`src/rtl/ac3fs_pkg.sv`:
```
`timescale 1ns / 1ps
package ac3fs_pkg;
  localparam logic [7:0] SYNC_HI = 8'h0b;
  localparam logic [7:0] SYNC_LO = 8'h77;
  localparam logic [5:0] CODE_LIMIT = 6'd38;
  localparam logic [11:0] MAX_FRAME = 12'd3840;
  localparam logic [11:0] MIN_FRAME = 12'd7;

  function automatic logic [9:0] kbps_lookup(input logic [4:0] idx);
    logic [9:0] k;
    case (idx)
      5'd0: k = 10'd32;
      5'd1: k = 10'd40;
      5'd2: k = 10'd48;
      5'd3: k = 10'd56;
      5'd4: k = 10'd64;
      5'd5: k = 10'd80;
      5'd6: k = 10'd96;
      5'd7: k = 10'd112;
      5'd8: k = 10'd128;
      5'd9: k = 10'd160;
      5'd10: k = 10'd192;
      5'd11: k = 10'd224;
      5'd12: k = 10'd256;
      5'd13: k = 10'd320;
      5'd14: k = 10'd384;
      5'd15: k = 10'd448;
      5'd16: k = 10'd512;
      5'd17: k = 10'd576;
      5'd18: k = 10'd640;
      default: k = 10'd0;
    endcase
    return k;
  endfunction

  // frame words for 44.1 kHz: floor(320*kbps/147), tabulated per rate index
  function automatic logic [11:0] words_441(input logic [4:0] idx);
    logic [11:0] w;
    case (idx)
      5'd0: w = 12'd69;
      5'd1: w = 12'd87;
      5'd2: w = 12'd104;
      5'd3: w = 12'd121;
      5'd4: w = 12'd139;
      5'd5: w = 12'd174;
      5'd6: w = 12'd208;
      5'd7: w = 12'd243;
      5'd8: w = 12'd278;
      5'd9: w = 12'd348;
      5'd10: w = 12'd417;
      5'd11: w = 12'd487;
      5'd12: w = 12'd557;
      5'd13: w = 12'd696;
      5'd14: w = 12'd835;
      5'd15: w = 12'd975;
      5'd16: w = 12'd1114;
      5'd17: w = 12'd1253;
      5'd18: w = 12'd1393;
      default: w = 12'd0;
    endcase
    return w;
  endfunction

  typedef struct packed {
    logic        ok;
    logic [11:0] len;
    logic [15:0] srate;
    logic [19:0] brate;
  } hdr_t;
endpackage

```
`src/rtl/ac3fs_hdr.sv`:
```
`timescale 1ns / 1ps
module ac3fs_hdr (
  input  logic [7:0]      b2,
  input  logic [7:0]      b4,
  input  logic [7:0]      b5,
  output ac3fs_pkg::hdr_t hdr
);
  logic [4:0] bsid;
  logic [1:0] half;
  logic [5:0] code;
  logic [9:0] kbps;
  logic [11:0] len;
  logic [19:0] kb1000;
  logic [15:0] sr;
  logic ok;
  always_comb begin
    bsid = b5[7:3];
    code = b4[5:0];
    half = (bsid == 5'd9) ? 2'd1 : (bsid == 5'd10) ? 2'd2 : (bsid == 5'd11) ? 2'd3 : 2'd0;
    kbps = ac3fs_pkg::kbps_lookup(code[5:1]);
    kb1000 = 20'({kbps, 10'd0}) - 20'({kbps, 4'd0}) - 20'({kbps, 3'd0});
    ok = (bsid <= 5'd16) && !(bsid > 5'd10 && b2 >= 8'hc0) &&
         (code < ac3fs_pkg::CODE_LIMIT);
    case (b4[7:6])
      2'd0: begin len = {kbps, 2'b00}; sr = 16'(48000 >> half); end
      2'd1: begin
        len = 12'({ac3fs_pkg::words_441(code[5:1]) + 12'(code[0]), 1'b0});
        sr = 16'(44100 >> half);
      end
      2'd2: begin len = 12'({kbps, 2'b00}) + 12'({kbps, 1'b0}); sr = 16'(32000 >> half); end
      default: begin len = 12'd0; sr = 16'd0; ok = 1'b0; end
    endcase
    if (len < ac3fs_pkg::MIN_FRAME || len > ac3fs_pkg::MAX_FRAME) ok = 1'b0;
    hdr.ok = ok;
    hdr.len = len;
    hdr.srate = sr;
    hdr.brate = kb1000 >> half;
  end
endmodule
```
`config.mk`:
```
export PLATFORM = sky130hd
export DESIGN_NAME = ac3fs_hdr
export DESIGN_NICKNAME = d
export VERILOG_FILES = /design/src/rtl/ac3fs_pkg.sv /design/src/rtl/ac3fs_hdr.sv
export SDC_FILE = /design/constraint.sdc
export NUM_CORES = 1
export LEC_CHECK = 0
export ABC_AREA = 1
export BUFFER_PORTS_ARGS = -buffer_cell sky130_fd_sc_hd__buf_2
export CAP_MARGIN = 20
export CORE_MARGIN = 2
export CORE_UTILIZATION = 56
export DETAILED_ROUTE_END_ITERATION = 8
export MAX_ROUTING_LAYER = met4
export PLACE_DENSITY = 0.94
export SLEW_MARGIN = 10
export SYNTH_ARGS = -nofsm -noshare
export SYNTH_HDL_FRONTEND = slang
export SYNTH_SLANG_ARGS = --single-unit
```
`constraint.sdc`:
```
create_clock -name vclk -period 4
set_input_delay 0.6 -clock vclk [all_inputs]
set_output_delay 0.6 -clock vclk [all_outputs]
set_load 0.05 [all_outputs]
```
==> Word level (Yosys, flattened, before mapping) <==
Memories as Yosys holds them, arrays and structs flattened.
Index checks and enable logic that the tools add are counted.
{ "totals": {"ff_bits": 0, "mem_bits_ro": 576, "word_cells": 36, "memories": 2} }
{ "classes": {"addsub": 4, "n_reduce_logical": 7, "mux": 8, "n_eq_ne": 5, "shifts": 4, "n_lt_le_gt_ge": 6} }
{ "mem_list": {"columns": ["memory", "words", "width", "read_ports", "rd_ports_with_merged_regs", "wr", "line_no", "text"], "rows": [
  ["(name not given)", 32, 11, 1, 0, 0, "ac3fs_pkg.sv:39", "case (idx)"],
  ["(name not given)", 32, 7, 1, 0, 0, "ac3fs_pkg.sv:11", "case (idx)"]
]} }
{ "ops": {"columns": ["cell", "n"], "rows": [
  ["case mux 16 bit (3 select lines)", 1],
  ["case mux 12 bit (3 select lines)", 1],
  [">> shifter 16 x 2 -> 16 bit, first input constant", 2],
  [">> shifter 20 x 2 -> 20 bit", 1],
  ["subtractor 20 x 13 -> 20 bit", 1],
  ["subtractor 20 x 14 -> 20 bit", 1],
  [">> shifter 15 x 2 -> 16 bit, first input constant", 1],
  ["equality test 5 x 4 -> 1 bit, second input constant", 3],
  ["adder 12 x 11 -> 12 bit", 1],
  ["> comparator 12 bit, second input constant", 1],
  ["less-than comparator 12 x 3 -> 1 bit, second input constant", 1],
  ["adder 11 x 1 -> 11 bit", 1],
  ["2-to-1 mux 11 bit", 1],
  ["greater-or-equal comparator 8 bit, second input constant", 1],
  ["less-than comparator 6 bit, second input constant", 1],
  ["2-to-1 mux 2 bit", 3],
  ["> comparator 5 x 4 -> 1 bit, second input constant", 1],
  ["less-or-equal comparator 5 bit, second input constant", 1],
  ["logical AND 1 bit", 3],
  ["OR reduction 3 bit", 1],
  ["equality test 2 x 1 -> 1 bit, second input constant", 1],
  ["equality test 2 bit, second input constant", 1],
  ["zero test 2 bit", 1],
  ["2-to-1 mux 1 bit", 2],
  ["other kinds (2)", 2]
]} }

==> Depth between registers and ports, before layout <==
Gate-level depths: netlist of run 1.
{ "depth": {"ltp_word": 7, "ltp_mapped": 23} }

==> Worst setup path before layout of run 1 <==
No wires, ideal clock.
{ "synth_path": {"kind": "in2out", "from": "in b4[5]", "to": "out hdr[10] in the netlist's numbering", "arrival_time_ns": 3.883, "cell_stages": 14, "setup_slack_ns": -0.483, "path_buffers": 1, "cell_sequence": "buf_4 > nor2_2 > inv_1 > nor2_2 > inv_2 > ha_1 > ha_1 > a21o_1 > a21oi_1 > nand3_2 > xor2_1 > nand2_1 > nand2_1 > o21ai_0"} }
{ "synth_rtl": {"columns": ["item", "line_no", "text"], "rows": [
  ["start: declaration", "ac3fs_hdr.sv:4", "input logic [7:0] b4,"],
  ["end: declaration", "ac3fs_hdr.sv:6", "output ac3fs_pkg::hdr_t hdr"]
]} }

==> flow_metrics.tcl, run 1 <==
set metrics [dict create \
    grt_pass1_vias 3218 \
    die_w_um 71.2 \
    fmax_mhz 255 \
    grt_first_pass_wirelength_mm 13.8 \
    via_count 3655 \
    layout-drive-gt1-share_pct 32.0 \
    dp_slack_ns -0.139 \
    antenna_found_initial 0 \
    cap_violations 0 \
    arrival_ns 3.32 \
    yosysWarnings 0 \
    min_path_type "input pin to output port" \
    track_usage_pct 32.8 \
    drt-vias-per-instance 5.98 \
    power.internal_w 0.000286 \
    fin_crit_sh_pct 98.0 \
    dieArea_sq_um 5070 \
    design.seq.count 0 \
    grt_overflow 0 \
    synth.avg_cell_area_sq_um 5.43 \
    portBuffers 60 \
    fin_cells 611 \
    place_congestion 0.995 \
    ir_drop_mv 0.174 \
    power.share.switching_pct 66.0 \
    dp_hpwl_mm 6.81 \
    syn_area_sq_um 2530 \
    pin_count 73 \
    wire_per_inst_um 14.4 \
    drtIter0Drc 385 \
    critPathSlowestCell "ha_1" \
    synthCells 466 \
    crit_buf_inv 4 \
    criticalPathCategory "input pin to output port" \
    diodes 0 \
    critPathMaxFanout 8 \
    antenna_left 0 \
    die_y_um 71.2 \
    area_growth_syn_to_layout_pct 33.2 \
    grt_max_degree 27 \
    combPwrFrac_pct 100.0 \
    crit_family "simple AND/OR/NAND/NOR gates" \
    maxSlewHeadroom_pct 62.1 \
    clkPwrFrac_pct 0 \
    p_sw_w 0.000556 \
    dpl.cell_count 608 \
    p_leak_nw 1.85 \
    register_area_sq_um 0 \
    ys_seq_area_share_pct 0 \
    end_kind "output port" \
    tightest_slew_ns 0.566 \
    rsz0062_at_grt "yes" \
    start_kind "input pin" \
    cpPeakStageDelay_ns 0.24 \
    drc 0 \
    routed_wl_mm 8.78 \
    nets 621 \
    yosysUniqueCellTypes 38 \
    setup_viol 0 \
    fp-row-count 24 \
    core_sq_um 4350 \
    powerDensity_nw_per_um2 250 \
    hold_viol_final 0 \
    nFillCells 303 \
    slew_violations 0 \
    critPathRequiredTime_ns 3.40 \
    period_needed_ns 3.92 \
    firstDrtPassIters 5 \
    seq_power_share_pct 0 \
    status "finished, final reports clean" \
    crit_path_cell_trace "clkbuf_4 -> nor2_4 -> nand2_1 -> nand2_2 -> nand3_4 -> buf_4 -> ha_1 -> xnor2_2 -> buf_4 -> nor2_1 -> a21oi_1 -> o21ai_0 -> a21oi_1 -> xor2_1 -> nand2_1 -> nand3_1 -> nand2_1 -> buf_4" \
    setup_ws_ns 0.0797 \
    initial_core_util_pct 58.1 \
    n_clock_buffer 0 \
]
[metal layers]
layer,global-route usage (%),vias to the layer above,wire length (um)
met4,8.39,0,379
met3,0.844,45,575
met1,39.3,1650,3360
met5,-,-,0
met2,60.4,226,4460
li1,-,1734,-
[final cells by class]
class / count / area, sq um / area share (%)
inverter: 59 / 226 / 6.72
multi-input combinational: 397 / 2400 / 71.3
tap: 52 / 65.1 / 1.93
timing repair buffer: 103 / 677 / 20.1
[through the flow]
step | setup TNS [ns] | hold slack [ns] | total power, W | utilization (%) | cell area [sq um]
global route | -0.473 | 1.69 | 0.000902 | 77.4 | 3370
global placement | -0.0189 | 1.64 | 0.000722 | 72.7 | 3170
detailed placement | -0.687 | 1.69 | 0.000742 | 72.7 | 3170
CTS | 0 | 1.67 | 0.000770 | 73.8 | 3210
finish | 0 | 1.65 | 0.000842 | 77.4 | 3370
floorplan | -0.237 | 1.47 | 0.000555 | - | 2580
[cells in the final DEF (no fill, tap or decap), types with 6 or more instances in the layout]
master,netlist,layout
nand2_1,117,116
nand3_1,60,59
buf_4,6,49
buf_2,0,46
inv_1,48,45
nor2_1,45,39
o21ai_0,32,26
ha_1,35,25
a21oi_1,20,17
nor2_2,9,13
nand2_2,11,12
inv_2,8,10
o21ai_1,8,10
nand4_1,8,8
o22ai_1,6,6
nand3_2,5,6
xor2_1,6,6
ha_2,0,6
[cells in the mapped netlist (all sizes together) (2+ instances only)]
cell | n | share of area (%)
a211oi | 3 | 0.89
a21o | 4 | 1.2
xor2 | 6 | 2.1
ha | 35 | 17
o211ai | 2 | 0.59
nor2 | 57 | 10
clkinv | 2 | 0.30
clkbuf | 6 | 0.89
o22ai | 7 | 2.0
nand2 | 128 | 20
nand4 | 8 | 2.0
nor3 | 5 | 0.99
or2 | 3 | 0.74
inv | 57 | 8.6
o21ai | 40 | 7.9
buf | 7 | 2.2
nand3 | 66 | 15
a21oi | 21 | 4.3
[cell families after synthesis]
kind of cell               share of synthesized area (%)
AOI/OAI and AO/OA                                   18.1
xor gates and xnor gates                            2.42
adders and majority gates                           18.1
buffers and inverters                               12.0
muxes                                              0.395
other                                              0.148
and+or+nand+nor                                     48.8
[power by group through the flow]
| stage | clock (W) | sequential, W | combinational, W |
|---|---|---|---|
| 6_report | 0 | 0 | 0.000842 |
| 5_1_grt | 0 | 0 | 0.000902 |
| 4_1_cts | 0 | 0 | 0.000770 |
| 3_5_place_dp | 0 | 0 | 0.000742 |
| 3_3_place_gp | 0 | 0 | 0.000722 |
| 2_1_floorplan | 0 | 0 | 0.000555 |
[timing repair]
action / in CTS / in global routing
setup endpoints to repair: 13 / 14
setup buffers: 0 / 3
resized for setup: 13 / 42
hold buffers: 0 / 0
pin swaps: 0 / 8
[final timing paths]
check | start | end | slack (ns) | cells past startpoint
worst min-delay path | b5[7] | hdr[48] | 1.65 | 5
worst max-delay path | b4[3] | hdr[14] | 0.08 | 18
Power figures use the tool's default switching activity.
==> run 2, diff against run 1 <==
--- a/config.mk
+++ b/config.mk
@@ -11,6 +11,6 @@
 export CORE_MARGIN = 2
-export CORE_UTILIZATION = 56
+export CORE_UTILIZATION = 60
 export DETAILED_ROUTE_END_ITERATION = 8
 export MAX_ROUTING_LAYER = met4
-export PLACE_DENSITY = 0.94
+export PLACE_DENSITY = 0.95
 export SLEW_MARGIN = 10
==> constraint.sdc (replaced) <==
create_clock -name vclk -period 5
set_input_delay 0.75 -clock vclk [all_inputs]
set_output_delay 0.75 -clock vclk [all_outputs]
set_load 0.1 [all_outputs]
==> run 2 against run 1 <==
  * Via count down 7.5%
  * Routed wire length is 11% lower
  * Worst hold slack better by 0.39 ns
  * First-iteration DRC count decreased by 11%
  * Largest power group unchanged
==> flow_metrics.tcl, run 2 (synthesis results as in run 1) <==
set metrics [dict create \
    initial_core_util_pct 62.8 \
    start_kind "input pin" \
    setup_viol 0 \
    final_core_util_pct 76.0 \
    min_path_type "input pin to output port" \
    grt_pass1_vias 3024 \
    min_path_cells 5 \
    design.seq.count 0 \
    dp_hpwl_mm 6.54 \
    fmax_mhz 210 \
    antenna_found_initial 0 \
    cap_violations 0 \
    portBuffers 60 \
    p_leak_nw 1.71 \
    critPathMaxFanout 6 \
    drtIter0Drc 344 \
    period_needed_ns 4.76 \
    maxSlewHeadroom_pct 62.3 \
    wire_per_inst_um 13.6 \
    tightest_slew_ns 0.561 \
    powerDensity_nw_per_um2 277 \
    end_kind "output port" \
    routed_wl_mm 7.78 \
    power_w 0.000848 \
    grt_overflow 0 \
    postCtsSetupBuffers 0 \
    fp-row-count 23 \
    pin_count 73 \
    critPathRequiredTime_ns 4.25 \
    area_growth_syn_to_layout_pct 21.0 \
    criticalPathCategory "input pin to output port" \
    layout_common_cells "117 x nand2_1, 60 x nand3_1, 48 x inv_1, 48 x buf_2, 43 x nor2_1" \
    nets 584 \
    layout-drive-gt1-share_pct 22.2 \
    slew_violations 0 \
    register_area_sq_um 0 \
    core_sq_um 4030 \
    grt_max_degree 27 \
    die_y_um 69.0 \
    drt-vias-per-instance 5.91 \
    tns_ns 0 \
    arrival_ns 4.01 \
    min_from "b5[4]" \
    cts_hold_buf 0 \
    status "finished, final reports clean" \
    rsz0062_at_grt "no" \
    die_w_um 69.0 \
    via_count 3382 \
    firstDrtPassIters 5 \
    setup_ws_ns 0.245 \
    drc 0 \
    diodes 0 \
    place_congestion 0.969 \
    ir_drop_mv 0.156 \
    n_clock_buffer 0 \
    final_common_cell "nand2_1" \
    grt_first_pass_wirelength_mm 12.7 \
    dp_slack_ns 0.263 \
    fin_crit_sh_pct 95.1 \
    min_to "hdr[21]" \
    antenna_left 0 \
    dieArea_sq_um 4750 \
    hold_viol_final 0 \
    track_usage_pct 34.7 \
]
[run 2: cell count changes in the layout (fill, tap and decap cells not counted), moves of 3 or more]
cell	before	now
buf_6	5	0
buf_4	49	6
ha_4	4	0
ha_1	25	35
inv_1	45	48
ha_2	6	0
buf_12	0	11
nor2_1	39	43
[run 2: report_power, final]
| part | leakage, nW | total [W] | switching, W | internal (W) |
|---|---|---|---|---|
| clock | 0 | 0 | 0 | 0 |
| combinational | 1.71 | 0.000848 | 0.000613 | 0.000235 |
| sequential | 0 | 0 | 0 | 0 |
[run 2: layer usage]
| metal | vias up | global-route usage, % | part of all wire (%) |
|---|---|---|---|
| li1 | 1651 | - | - |
| met1 | 1554 | 40.8 | 41 |
| met2 | 147 | 61.5 | 50 |
| met3 | 30 | 2.92 | 5.5 |
| met4 | 0 | 12.3 | 3.2 |
| met5 | - | - | 0 |
[run 2: stage by stage]
step | hold slack, ns | std cells | area, sq um
after floorplan | 1.86 | 469 | 2570
after global placement | 2.03 | 572 | 3060
after detailed placement | 2.03 | 572 | 3060
after CTS | 2.03 | 572 | 3060
after global routing | 2.07 | 572 | 3060
final | 2.04 | 572 | 3060
[run 2: final cells by class]
class | count | area, sq um
Fill cell | 324 | 966
Inverter | 59 | 224
Multi-Input combinational cell | 397 | 2260
Tap cell | 50 | 62.6
Timing Repair Buffer | 66 | 513
[run 2: what timing repair did]
item / in CTS / in global routing
endpoints found under the hold margin: 0 / 0
setup endpoints to repair: 0 / 4
resized for setup: 0 / 2
[run 2: worst max-delay path, cell delays in order]
cell	delay (ns)
buf_2	0.14
inv_1	0.16
ha_1	0.24
nand2_1	0.08
nand2_2	0.14
nand3_4	0.15
inv_2	0.13
ha_1	0.28
ha_1	0.37
inv_1	0.06
nor2_1	0.22
nand3_1	0.12
inv_1	0.08
nand2_1	0.06
nand3_2	0.12
nand3_1	0.12
a21o_1	0.19
nand3_1	0.10
nand3_1	0.11
o21ai_1	0.17
buf_12	0.21
[run 2: worst max-delay path by stage]
stage | depth (start not counted) | slack, ns | to | start
CTS | 21 | 0.25 | hdr[16] | b4[2]
global placement | 21 | 0.36 | hdr[16] | b4[2]
floorplan | 14 | -0.06 | hdr[10] | b4[5]
detailed placement | 21 | 0.26 | hdr[16] | b4[2]
global route | 20 | 0.02 | hdr[10] | b4[2]
finish | 21 | 0.24 | hdr[10] | b4[2]
